### src/ucafd_pkg.sv
`timescale 1ns / 1ps
// ----------------------------------------------------------------------------
// ucafd_pkg
// Shared types and constants of the USB-CAN analyzer frame decoder.
// ----------------------------------------------------------------------------
package ucafd_pkg;

   // Window geometry and framing bytes.
   localparam int unsigned WinDepth = 20;
   localparam int unsigned WinAddrW = 5;
   localparam logic [7:0]  MarkStart = 8'hAA;
   localparam logic [7:0]  MarkEnd   = 8'h55;
   localparam logic [7:0]  TypeBase  = 8'hC0;
   localparam logic [7:0]  TypeExt   = 8'h20;
   localparam logic [7:0]  TypeRtr   = 8'h10;
   localparam logic [7:0]  TypeLen   = 8'h0F;
   localparam logic [3:0]  MaxDlc    = 4'd8;

   // Sequencer states.
   typedef enum logic [2:0] {
      ST_IDLE,
      ST_SEEK,
      ST_TYPE,
      ST_CHECK,
      ST_GATHER,
      ST_EMIT,
      ST_DONE
   } state_type;

   // One decoded CAN frame.
   typedef struct packed {
      logic [31:0] can_id;
      logic        is_extended;
      logic        is_remote;
      logic [3:0]  data_len;
      logic [63:0] payload;
   } frame_type;

   // Write request from the sequencer to the byte window.
   typedef struct packed {
      logic       we;
      logic [7:0] data;
   } win_wr_type;

endpackage

### src/ucafd_addr.sv
`timescale 1ns / 1ps
// ----------------------------------------------------------------------------
// ucafd_addr
// Shared address unit: maps a window offset onto the circular byte buffer.
// ----------------------------------------------------------------------------
module ucafd_addr (
   input  logic [ucafd_pkg::WinAddrW-1:0] base,
   input  logic [ucafd_pkg::WinAddrW-1:0] offset,
   output logic [ucafd_pkg::WinAddrW-1:0] addr
);
   import ucafd_pkg::*;

   logic [WinAddrW:0] sum;

   // Add and wrap once; base is below the depth and offsets stay in range.
   always_comb begin
      sum = {1'b0, base} + {1'b0, offset};
      if (sum >= (WinAddrW + 1)'(WinDepth)) begin
         sum = sum - (WinAddrW + 1)'(WinDepth);
      end
      addr = sum[WinAddrW-1:0];
   end

endmodule

### src/ucafd_win.sv
`timescale 1ns / 1ps
// ----------------------------------------------------------------------------
// ucafd_win
// Circular byte window: one write and one read per cycle through a single shared address.
// ----------------------------------------------------------------------------
module ucafd_win (
   input  logic                           clock,
   input  ucafd_pkg::win_wr_type          wr,
   input  logic [ucafd_pkg::WinAddrW-1:0] addr,
   output logic [7:0]                     rdata
);
   import ucafd_pkg::*;

   logic [7:0] bytes_ff [WinDepth];

   // Store a received byte; entries hold no reset value.
   always_ff @(posedge clock) begin
      if (wr.we) begin
         bytes_ff[addr] <= wr.data;
      end
   end

   // Single read port; out-of-range addresses read as zero.
   assign rdata = (addr < WinAddrW'(WinDepth)) ? bytes_ff[addr] : 8'h00;

endmodule

### src/ucafd_seq.sv
`timescale 1ns / 1ps
// ----------------------------------------------------------------------------
// ucafd_seq
// Scan sequencer: walks the byte window one read per cycle unless a frame waits on
// a full output register, decodes packets and hands finished frames to a one-entry output register.
// ----------------------------------------------------------------------------
module ucafd_seq (
   input  logic                           clock,
   input  logic                           reset,
   input  logic                           req_tvalid,
   output logic                           req_tready,
   input  logic [7:0]                     req_byte,
   output logic                           rsp_tvalid,
   input  logic                           rsp_tready,
   output ucafd_pkg::frame_type           rsp_frame,
   output logic                           rsp_last,
   output ucafd_pkg::win_wr_type          win_wr,
   output logic [ucafd_pkg::WinAddrW-1:0] base,
   output logic [ucafd_pkg::WinAddrW-1:0] offset,
   input  logic [ucafd_pkg::WinAddrW-1:0] addr,
   input  logic [7:0]                     rdata
);
   import ucafd_pkg::*;

   state_type             state_ff, state_in;
   logic [WinAddrW-1:0]   base_ff, base_in;
   logic [WinAddrW-1:0]   count_ff, count_in;
   logic [WinAddrW-1:0]   end_ff, end_in;
   logic [WinAddrW-1:0]   idx_ff, idx_in;
   logic                  ext_ff, ext_in;
   logic                  rtr_ff, rtr_in;
   logic [3:0]            dlc_ff, dlc_in;
   logic [3:0]            total_ff, total_in;
   logic [3:0]            cnt_ff, cnt_in;
   logic [31:0]           id_ff, id_in;
   logic [63:0]           pay_ff, pay_in;
   logic [1:0]            nres_ff, nres_in;
   frame_type             pend_ff, pend_in;
   frame_type             out_ff, out_in;
   logic                  out_last_ff, out_last_in;
   logic                  out_valid_ff, out_valid_in;

   logic [WinAddrW-1:0]   start_count;
   logic [WinAddrW-1:0]   avail;
   logic [3:0]            t_dlc;
   logic                  t_ext;
   logic [3:0]            t_total;
   logic [3:0]            idlen;
   logic [3:0]            pay_pos;
   logic                  slot_free;
   frame_type             frame;

   // Control registers.
   always_ff @(posedge clock) begin
      if (reset) begin
         state_ff     <= ST_IDLE;
         base_ff      <= '0;
         count_ff     <= '0;
         nres_ff      <= '0;
         out_valid_ff <= 1'b0;
      end else begin
         state_ff     <= state_in;
         base_ff      <= base_in;
         count_ff     <= count_in;
         nres_ff      <= nres_in;
         out_valid_ff <= out_valid_in;
      end
   end

   // Working and payload registers.
   always_ff @(posedge clock) begin
      end_ff      <= end_in;
      idx_ff      <= idx_in;
      ext_ff      <= ext_in;
      rtr_ff      <= rtr_in;
      dlc_ff      <= dlc_in;
      total_ff    <= total_in;
      cnt_ff      <= cnt_in;
      id_ff       <= id_in;
      pay_ff      <= pay_in;
      pend_ff     <= pend_in;
      out_ff      <= out_in;
      out_last_ff <= out_last_in;
   end

   // Decode helpers for the current window byte and frame under assembly.
   always_comb begin
      start_count = (count_ff >= WinAddrW'(WinDepth)) ? '0 : count_ff;
      avail       = end_ff - idx_ff;
      t_dlc       = rdata[3:0] & TypeLen[3:0];
      t_ext       = (rdata & TypeExt) != 8'h00;
      t_total     = 4'd3 + (t_ext ? 4'd4 : 4'd2) + t_dlc;
      idlen       = ext_ff ? 4'd4 : 4'd2;
      pay_pos     = cnt_ff - idlen;
      slot_free   = !out_valid_ff || rsp_tready;
      frame.can_id      = id_ff;
      frame.is_extended = ext_ff;
      frame.is_remote   = rtr_ff;
      frame.data_len    = dlc_ff;
      frame.payload     = pay_ff;
   end

   // Next state and datapath control.
   always_comb begin
      state_in     = state_ff;
      base_in      = base_ff;
      count_in     = count_ff;
      end_in       = end_ff;
      idx_in       = idx_ff;
      ext_in       = ext_ff;
      rtr_in       = rtr_ff;
      dlc_in       = dlc_ff;
      total_in     = total_ff;
      cnt_in       = cnt_ff;
      id_in        = id_ff;
      pay_in       = pay_ff;
      nres_in      = nres_ff;
      pend_in      = pend_ff;
      out_in       = out_ff;
      out_last_in  = out_last_ff;
      out_valid_in = out_valid_ff && !rsp_tready;
      win_wr.we    = 1'b0;
      win_wr.data  = req_byte;
      offset       = idx_ff;
      req_tready   = 1'b0;

      case (state_ff)
         ST_IDLE: begin
            // Append the new byte behind the buffered ones.
            req_tready = 1'b1;
            offset     = start_count;
            if (req_tvalid) begin
               win_wr.we = 1'b1;
               end_in    = start_count + WinAddrW'(1);
               idx_in    = '0;
               state_in  = ST_SEEK;
            end
         end
         ST_SEEK: begin
            // Skip bytes until a start byte is under the read pointer.
            offset = idx_ff;
            if (idx_ff >= end_ff) begin
               state_in = ST_DONE;
            end else if (rdata != MarkStart) begin
               idx_in = idx_ff + WinAddrW'(1);
            end else if (avail < WinAddrW'(2)) begin
               state_in = ST_DONE;
            end else begin
               state_in = ST_TYPE;
            end
         end
         ST_TYPE: begin
            // Classify the type byte that follows the start byte.
            offset = idx_ff + WinAddrW'(1);
            if (rdata == MarkEnd) begin
               if (avail < WinAddrW'(WinDepth)) begin
                  state_in = ST_DONE;
               end else begin
                  idx_in   = idx_ff + WinAddrW'(WinDepth);
                  state_in = ST_SEEK;
               end
            end else if ((rdata & TypeBase) != TypeBase || t_dlc > MaxDlc) begin
               idx_in   = idx_ff + WinAddrW'(1);
               state_in = ST_SEEK;
            end else if (avail < WinAddrW'(t_total)) begin
               state_in = ST_DONE;
            end else begin
               ext_in   = t_ext;
               rtr_in   = (rdata & TypeRtr) != 8'h00;
               dlc_in   = t_dlc;
               total_in = t_total;
               cnt_in   = '0;
               id_in    = '0;
               pay_in   = '0;
               state_in = ST_CHECK;
            end
         end
         ST_CHECK: begin
            // The packet must close with the end byte.
            offset = idx_ff + WinAddrW'(total_ff) - WinAddrW'(1);
            if (rdata != MarkEnd) begin
               idx_in   = idx_ff + WinAddrW'(1);
               state_in = ST_SEEK;
            end else begin
               state_in = ST_GATHER;
            end
         end
         ST_GATHER: begin
            // Shift identifier and payload bytes in, least significant first.
            offset = idx_ff + WinAddrW'(2) + WinAddrW'(cnt_ff);
            if (cnt_ff < idlen) begin
               id_in[8*cnt_ff[1:0] +: 8] = rdata;
            end else begin
               pay_in[8*pay_pos[2:0] +: 8] = rdata;
            end
            cnt_in = cnt_ff + 4'd1;
            if (cnt_ff == idlen + dlc_ff - 4'd1) begin
               state_in = ST_EMIT;
            end
         end
         ST_EMIT: begin
            // Hold the newest frame back so the final one can carry last.
            if (nres_ff == 2'd0) begin
               pend_in  = frame;
               nres_in  = 2'd1;
               idx_in   = idx_ff + WinAddrW'(total_ff);
               state_in = ST_SEEK;
            end else if (nres_ff == 2'd1) begin
               if (slot_free) begin
                  out_in       = pend_ff;
                  out_last_in  = 1'b0;
                  out_valid_in = 1'b1;
                  pend_in      = frame;
                  nres_in      = 2'd2;
                  idx_in       = idx_ff + WinAddrW'(total_ff);
                  state_in     = ST_SEEK;
               end
            end else begin
               idx_in   = idx_ff + WinAddrW'(total_ff);
               state_in = ST_SEEK;
            end
         end
         ST_DONE: begin
            // Drop consumed bytes by moving the base; flush the held frame.
            offset = idx_ff;
            if (nres_ff == 2'd0 || slot_free) begin
               if (nres_ff != 2'd0) begin
                  out_in       = pend_ff;
                  out_last_in  = 1'b1;
                  out_valid_in = 1'b1;
               end
               base_in  = addr;
               count_in = (idx_ff >= end_ff) ? '0 : end_ff - idx_ff;
               nres_in  = 2'd0;
               state_in = ST_IDLE;
            end
         end
         default: begin
            state_in = ST_IDLE;
         end
      endcase
   end

   assign base       = base_ff;
   assign rsp_tvalid = out_valid_ff;
   assign rsp_frame  = out_ff;
   assign rsp_last   = out_last_ff;

endmodule

### src/usb_can_analyzer_frame_decoder_unit.sv
`timescale 1ns / 1ps
// ----------------------------------------------------------------------------
// usb_can_analyzer_frame_decoder_unit
// Decodes the analyzer's serial byte stream into CAN frames.
//
//   Channel  Direction  Carries
//   req_*    in         one received serial byte per transaction
//   rsp_*    out        one decoded CAN frame per transaction, tlast on the
//                       final frame caused by a byte
//
// A byte is taken only in the idle state and is written into the window. The
// scan then looks at window bytes in turn for a start byte until it runs off the
// end, reads each type byte, checks each closing byte, gathers identifier and
// payload bytes and emits each decoded frame, then closes in the done state.
// A frame that meets a full output register holds the scan until it is taken.
// Reset is synchronous and empties the window; its bytes are not cleared.
// ----------------------------------------------------------------------------
module usb_can_analyzer_frame_decoder_unit (
   input  logic         clock,
   input  logic         reset,
   input  logic         req_tvalid,
   output logic         req_tready,
   input  logic [7:0]   req_tdata,   // [7:0] rx_byte
   output logic         rsp_tvalid,
   input  logic         rsp_tready,
   output logic [103:0] rsp_tdata,   // [31:0] can_id, [35:32] data_len,
                                     // [99:36] payload, [103:100] zero
   output logic [1:0]   rsp_tuser,   // [0] is_extended, [1] is_remote
   output logic         rsp_tlast
);
   import ucafd_pkg::*;

   win_wr_type          win_wr;
   logic [WinAddrW-1:0] base;
   logic [WinAddrW-1:0] offset;
   logic [WinAddrW-1:0] addr;
   logic [7:0]          rdata;
   frame_type           frame;

   // Shared address unit.
   ucafd_addr u_addr (
      .base   (base),
      .offset (offset),
      .addr   (addr)
   );

   // Byte window.
   ucafd_win u_win (
      .clock (clock),
      .wr    (win_wr),
      .addr  (addr),
      .rdata (rdata)
   );

   // Scan sequencer and output register.
   ucafd_seq u_seq (
      .clock      (clock),
      .reset      (reset),
      .req_tvalid (req_tvalid),
      .req_tready (req_tready),
      .req_byte   (req_tdata),
      .rsp_tvalid (rsp_tvalid),
      .rsp_tready (rsp_tready),
      .rsp_frame  (frame),
      .rsp_last   (rsp_tlast),
      .win_wr     (win_wr),
      .base       (base),
      .offset     (offset),
      .addr       (addr),
      .rdata      (rdata)
   );

   // Pack the frame onto the result channel.
   assign rsp_tdata = {4'b0000, frame.payload, frame.data_len, frame.can_id};
   assign rsp_tuser = {frame.is_remote, frame.is_extended};

endmodule

### config.mk
export PLATFORM = sky130hd
export DESIGN_NAME = usb_can_analyzer_frame_decoder_unit
export DESIGN_NICKNAME = d
export VERILOG_FILES = /design/src/ucafd_pkg.sv /design/src/ucafd_addr.sv /design/src/ucafd_win.sv /design/src/ucafd_seq.sv /design/src/usb_can_analyzer_frame_decoder_unit.sv
export SDC_FILE = /design/constraint.sdc
export NUM_CORES = 1
export LEC_CHECK = 0
export BUFFER_PORTS_ARGS = -buffer_cell sky130_fd_sc_hd__buf_2
export CAP_MARGIN = 5
export CORE_MARGIN = 2
export CORE_UTILIZATION = 49
export CTS_BUF_LIST = sky130_fd_sc_hd__clkbuf_16
export CTS_CLUSTER_SIZE = 14
export DETAILED_ROUTE_END_ITERATION = 10
export PLACE_DENSITY = 0.7
export SYNTH_ARGS = -nofsm -noshare
export SYNTH_HDL_FRONTEND = slang
export SYNTH_SLANG_ARGS = --single-unit
### constraint.sdc
create_clock -name clock -period 11.2 [get_ports clock]
set_clock_uncertainty 0.2 [all_clocks]
set_input_delay 1.12 -clock clock [delete_from_list [all_inputs] [get_ports clock]]
set_output_delay 1.12 -clock clock [all_outputs]
set_load 0.01 [all_outputs]
# Yosys cells after proc, flatten, opt, wreduce, memory -nomap -nowiden
# Memory sizes are Yosys's and may differ from the RTL's.
# Cells that the tools add are included.
# W data, S select, Z words.
[totals]
ff_bits = 341
output_inout_bits = 109
inputBits = 12
ramBits = 160
romBits = 0
latch_bits = 0
n_memories = 1
[mem_list]
columns = ["memory", "words", "word_bits", "rd", "rd_ports_with_merged_regs", "write_ports", "line", "rtl"]
rows = [
  ["u_win.bytes_ff", 20, 8, 1, 0, 1, "ucafd_win.sv:14", "logic [7:0] bytes_ff [WinDepth];"],
]
[op_classes]
add_sub_neg = 18
div_mod_pow = 0
n_mux = 80
mul = 0
n_lt_le_gt_ge = 9
reduce_logical = 25
eq_ne = 33
shift = 4
bitwise = 3
[op_table]
columns = ["op", "count"]
rows = [
  ["$mux W102", 8],
  ["$mux W64", 4],
  ["$pmux W102 S2", 1],
  ["$mux W32", 4],
  ["$pmux W64 S2", 1],
  ["$mux W5", 13],
  ["$bwmux W64", 1],
  ["$pmux W32 S2", 1],
  ["$shift A8 B34 Y64 const A", 1],
  ["$shiftx A8 B34 Y64", 1],
  ["$mux W3", 16],
  ["$neg A5 Y34", 1],
  ["$neg A6 Y34", 1],
  ["$shift A8 B34 Y32 const A", 1],
  ["$shiftx A8 B34 Y32", 1],
  ["$bwmux W32", 1],
  ["$pmux W5 S5", 1],
  ["$pmux W3 S7", 1],
  ["$pmux W5 S4", 1],
  ["$ne A2 B1 Y1 const B", 8],
  ["$ne A2 B2 Y1 const B", 8],
  ["$mux W1", 15],
  ["$reduce_and A5 Y1", 3],
  ["$mux W4", 3],
  ["50 further kinds", 76],
]

# Depth between registers and ports, before layout
[depth]
word_depth = 16
ltp_mapped = 36

# Modules after synthesis
# Synthesis repeated with hierarchy kept, for this count alone.
[unflattened]
hier_cells = 1371
area_unflattened_um2 = 20784.9
[modules_own_cells]
columns = ["module", "area_per_inst_um2", "seq_area_each_um2", "cells_each", "instances"]
rows = [
  ["ucafd_seq", 14189.9, 10079.7, 1020, 1],
  ["ucafd_win", 6303.5, 4804.6, 316, 1],
  ["ucafd_addr", 257.7, 0.0, 30, 1],
  ["usb_can_analyzer_frame_decoder_unit", 33.8, 0.0, 5, 1],
]

# Worst setup path before layout
# OpenSTA, ideal clock, no wires.
[synth_path]
path_type = "reg2reg"
from = "register u_seq.idx_ff[0]"
to = "register u_seq.pay_ff[0], enable pin"
path_slack_ns = 0.428
n_path_buf = 3
arrival_ns = 10.065
t_required_ns = 10.493
setup_time_ns = 0.507
stages_incl_launch_ff = 36
path_cell_list = "edfxtp_1 ha_1 fa_1 inv_1 ha_1 xnor2_1 nand2_1 a21oi_1 o22a_1 o21ai_0 nand3_1 ha_1 or2_2 a21o_1 nand2_1 ha_1 or3b_4 a211oi_2 o32ai_2 buf_6 mux2_4 buf_6 nand2_1 nor4bb_1 buf_2 inv_1 ha_1 inv_1 ha_1 fa_1 xnor2_1 xor2_1 ha_1 o2111a_1 o211ai_1 a21oi_1"
[synth_between]
elab_cells_between_ends = 26
[synth_lines]
columns = ["item", "line", "rtl"]
rows = [
  ["start: declaration", "ucafd_seq.sv:29", "logic [WinAddrW-1:0] idx_ff, idx_in;"],
  ["start signal: assignment", "ucafd_seq.sv:73", "idx_ff <= idx_in;"],
  ["$add A5 B2 Y5 / $add A5 B4 Y5 (equally long branches)", "ucafd_seq.sv:190, ucafd_seq.sv:180", ""],
  ["$add A5 B4 Y5 / $sub A5 B1 Y5 (equally long branches)", "ucafd_seq.sv:190, ucafd_seq.sv:180", ""],
  ["$pmux W5 S4 *", "ucafd_seq.sv:127", "case (state_ff)"],
  ["$add A5 B5 Y6 *", "ucafd_addr.sv:17", "sum = {1'b0, base} + {1'b0, offset};"],
  ["$sub A5 B5 Y5 / $ge A6 B5 Y1 (equally long branches)", "ucafd_addr.sv:19, ucafd_addr.sv:18", ""],
  ["$mux W5 *", "ucafd_addr.sv:18", "if (sum >= (WinAddrW + 1)'(WinDepth)) begin"],
  ["$mem_v2 Z20 W8 / $lt A5 B5 Y1 (equally long branches)", "n/a", ""],
  ["$mux W8 *", "ucafd_win.sv:24", "assign rdata = (addr < WinAddrW'(WinDepth)) ? bytes_ff[addr] : 8'h00;"],
  ["via rdata[1]", "usb_can_analyzer_frame_decoder_unit.sv:37", "logic [7:0] rdata;"],
  ["$add A4 B4 Y4 / $gt A4 B4 Y1 (equally long branches)", "ucafd_seq.sv:92, ucafd_seq.sv:162", ""],
  ["$lt A5 B4 Y1 / $logic_or A1 B1 Y1 (equally long branches)", "ucafd_seq.sv:165, ucafd_seq.sv:162", ""],
  ["$ne A2 B2 Y1 (no source line)", "n/a", ""],
  ["$reduce_and A5 Y1 (no source line) *", "n/a", ""],
  ["end signal: assignment", "ucafd_seq.sv:80", "pay_ff <= pay_in;"],
  ["end: declaration", "ucafd_seq.sv:36", "logic [63:0] pay_ff, pay_in;"],
]
# Mark *: on every way through the listed nets, which the timed path passes. The rest lies on a longest branch.
# A chain may end at the register's enable or synchronous reset.

# Final worst setup path
[layout_path]
from = "register u_seq.idx_ff[0]"
to = "register u_seq.pay_ff[20], enable pin"
[layout_between]
elab_chain_len = 14
elab_cells_between_ends = 26
[layout_lines]
columns = ["item", "line", "rtl"]
rows = [
  ["$add A5 B2 Y5 / $add A5 B4 Y5 (equally long branches)", "ucafd_seq.sv:190, ucafd_seq.sv:180", ""],
  ["$add A5 B4 Y5 / $sub A5 B1 Y5 (equally long branches)", "ucafd_seq.sv:190, ucafd_seq.sv:180", ""],
  ["$pmux W5 S4", "ucafd_seq.sv:127", ""],
  ["$add A5 B5 Y6", "ucafd_addr.sv:17", ""],
  ["$sub A5 B5 Y5 / $ge A6 B5 Y1 (equally long branches)", "ucafd_addr.sv:19, ucafd_addr.sv:18", ""],
  ["$mux W5", "ucafd_addr.sv:18", ""],
  ["$mem_v2 Z20 W8 / $lt A5 B5 Y1 (equally long branches)", "n/a", ""],
  ["$mux W8", "ucafd_win.sv:24", ""],
  ["$mux W3", "ucafd_seq.sv:92", "t_total = 4'd3 + (t_ext ? 4'd4 : 4'd2) + t_dlc;"],
  ["$add A2 B4 Y4", "ucafd_seq.sv:92", ""],
  ["$add A4 B4 Y4", "ucafd_seq.sv:92", ""],
  ["$lt A5 B4 Y1", "ucafd_seq.sv:165", "end else if (avail < WinAddrW'(t_total)) begin"],
  ["$ne A2 B2 Y1 (no source line)", "n/a", ""],
  ["$reduce_and A5 Y1 (no source line) *", "n/a", ""],
]
# Mark *: on every way between the ends. The rest lies on a longest branch, timed or not.

==> flow_summary.yaml <==
grt:
  grt-ovfl-total: 0
  grt_pass1_wl_um: 68700
  grt_pass1_vias: 11600
  grt_max_degree: 104
  antenna_found_initial: 0
  grt_usage_pct: 20.2
layout:
  nNetsFinal: 1574
  layout-drive-gt1-share_pct: 17.8
  n_antenna_cell: 0
  syn2layout_area_growth_pct: 13.0
timing:
  fin_crit_sh_pct: 89.2
  rsz0062_at_grt: "false"
  finalHoldViolCount: 0
  timing.setup.tns_ps: 0
  fmax_mhz: 100
  finalSetupViolCount: 0
  final.min_clock_period_ps: 9990
  worst_slew_pin_slew_ps: 1130
  max-slew-margin-rel_pct: 24.4
  slew_violations: 0
clocking:
  cts_max_level: 2
  cts_tree: "built"
  path_clk_slew_ps: 60
  cts_setup_buffers: 0
  cts_buffers: 50
  ctsResizeCount: 0
  clk_latency_ps: 600
  cts-root-buf: "clkbuf_16"
  holdBufCountCts: 0
  ctsLongestPathBuffers: 3
  cts_sinks: 501
route:
  drc_errors: 0
  viasPerCell: 5.75
  routedWlPerCell_um: 21.2
  routed_wl_um: 44100
  ant_nets: 0
  vias: 12000
  drt_iter0_markers: 1014
  drtPass1Iterations: 5
worst_setup_path:
  cp_top_family: "adder cells"
  cp_slowest_cell: "xor2_1"
  startpoint_type: "flop"
  crit_arrival_ps: 10000
  end_kind: "flop"
  cp.depth: 32
  crit_top_cell: "ha_1"
  cp_max_fo: 64
  cp_data_required_time_ps: 11220
  slowest_delay_ps: 780
  path_buf_inv: 6
  critPathKind: "flop to flop"
  worstRegToRegCells: 32
synth:
  ys_ff_latch: 501
  synth.area.top_cells: "edfxtp_1, mux4_2, a21oi_1"
  synth-simple-area-share_pct: 9.73
  synth.area.mux_share_pct: 5.41
  async_flop_share_pct: 0
  dominantRegCellSynth: "edfxtp_1"
  synth-edff-count: 485
  synthCells: 1379
  synth_top_family_by_area: "simple AND/OR/NAND/NOR gates"
  synthTopCellsByCount: "edfxtp_1, nor2_1, a21oi_1"
  syn_area_um2: 20900
  synth-compound-area-share_pct: 6.83
  yosysMostFrequentCell: "edfxtp_1"
  synth-adder-area-share_pct: 3.56
  yosysTopAreaCellShare_pct: 69.5
  avgSynthCellArea_um2: 15.2
  synth_cell_types: 84
  yosysWarnings: 0
  synth-xor-area-share_pct: 1.34
  synth.yosys.seq_area_share_pct: 71.1
  yosys.area.top_type: "edfxtp_1"
run_status:
  outcome: "finished, final reports clean"
placed_design:
  globalplace.congestion: 0.926
  place.port_buffers: 116
  dp.final_hpwl_um: 28800
flow_run:
  cap_violations: 0
hold_path:
  hp-class: "flop to flop"
  hold_depth: 0
die:
  die_y_um: 211
  initial_utilization_pct: 49.8
  row_count: 75
  pin_count: 121
  core_area_um2: 42000
  die_w_um: 211
  dieArea_um2: 44400
-- worst reg2reg max path, delay by kind of cell (launching register included) --
family / cells / cell delay, ps
simple gates: 6 / 1470
compound gates: 7 / 1780
buf+inv: 6 / 1440
fa+ha+maj: 9 / 2900
flops: 1 / 540
xor+xnor: 4 / 1210
-- path summary, 6_finish.rpt --
kind                                                   from                             end  slack [ps]
worst min register to register  u_seq.pend_ff[62]$_DFFE_PP_   u_seq.rsp_frame[62]$_DFFE_PP_         210
worst max register to register    u_seq.idx_ff[0]$_DFFE_PP_  u_seq.pay_ff[20]$_SDFFCE_PP0P_        1210
worst min-delay path            u_seq.pend_ff[62]$_DFFE_PP_   u_seq.rsp_frame[62]$_DFFE_PP_         210
worst max-delay path              u_seq.idx_ff[0]$_DFFE_PP_  u_seq.pay_ff[20]$_SDFFCE_PP0P_        1210
-- area by class of cell --
type,count,area [um^2]
Fill cell,3287,18400
Sequential cell,501,14900
Multi-Input combinational cell,784,5710
Clock buffer,50,1250
Timing Repair Buffer,135,721
Tap cell,539,674
Clock inverter,37,297
Inverter,34,128
-- metal layers --
layer	global-route usage, %	share of wire (%)	vias up
met2	33.8	50	397
met4	7.07	2.5	0
met3	2.97	5.4	75
met1	27.4	42	5996
li1	-	-	5498
met5	0	0	-
-- stage by stage --
| step | hold WS [ps] | utilization (%) | cell area [um^2] | setup WS, ps | std cells |
|---|---|---|---|---|---|
| 2_1_floorplan | 200 | - | 21000 | 428 | 1382 |
| 6_report | 215 | 56.3 | 23700 | 1210 | 2080 |
| 5_1_grt | 224 | 56.3 | 23700 | 455 | 2080 |
| 4_1_cts | 215 | 56.3 | 23700 | 1290 | 2079 |
| 3_3_place_gp | 202 | 52.6 | 22100 | 1720 | 1992 |
| 3_5_place_dp | 205 | 52.6 | 22100 | 1340 | 1992 |
-- cells by family (layout without fill, tap and decap cells) --
group,Yosys count,count (layout)
xor gates and xnor gates,32,32
and+or+nand+nor,404,404
buffers and inverters,97,256
adders and majority gates,56,56
DFF,501,501
other,1,4
AOI/OAI and AO/OA,228,228
muxes,60,60
-- registers in the layout, indices dropped and copies added (netlist names) --
signal,flops
u_seq.base,5
u_seq.cnt_ff,4
u_seq.count_ff,5
u_seq.dlc_ff,4
u_seq.end_ff,5
u_seq.ext_ff,1
u_seq.id_ff,32
u_seq.idx_ff,5
u_seq.nres_ff,2
u_seq.pay_ff,64
u_seq.pend_ff,102
u_seq.rsp_frame,102
u_seq.rsp_last,1
u_seq.rsp_tvalid,1
u_seq.rtr_ff,1
u_seq.state_ff,3
u_seq.total_ff,4
u_win.bytes_ff,160
-- layout by cell type (no fill, tap or decap), drive strengths merged, types with 20 or more instances in the layout --
cell	netlist	layout
edfxtp	485	485
nor2	155	155
buf	21	134
a21oi	131	131
nand2	69	69
clkbuf	42	51
ha	50	50
inv	33	45
nand3	42	42
mux4	40	40
nor2b	39	39
nor3b	22	22
clkinv	1	22
o21ai	20	20
Power is left out: the tool's default activity adds up to more than one toggle a clock period on the data nets, which glitch-free logic cannot reach.
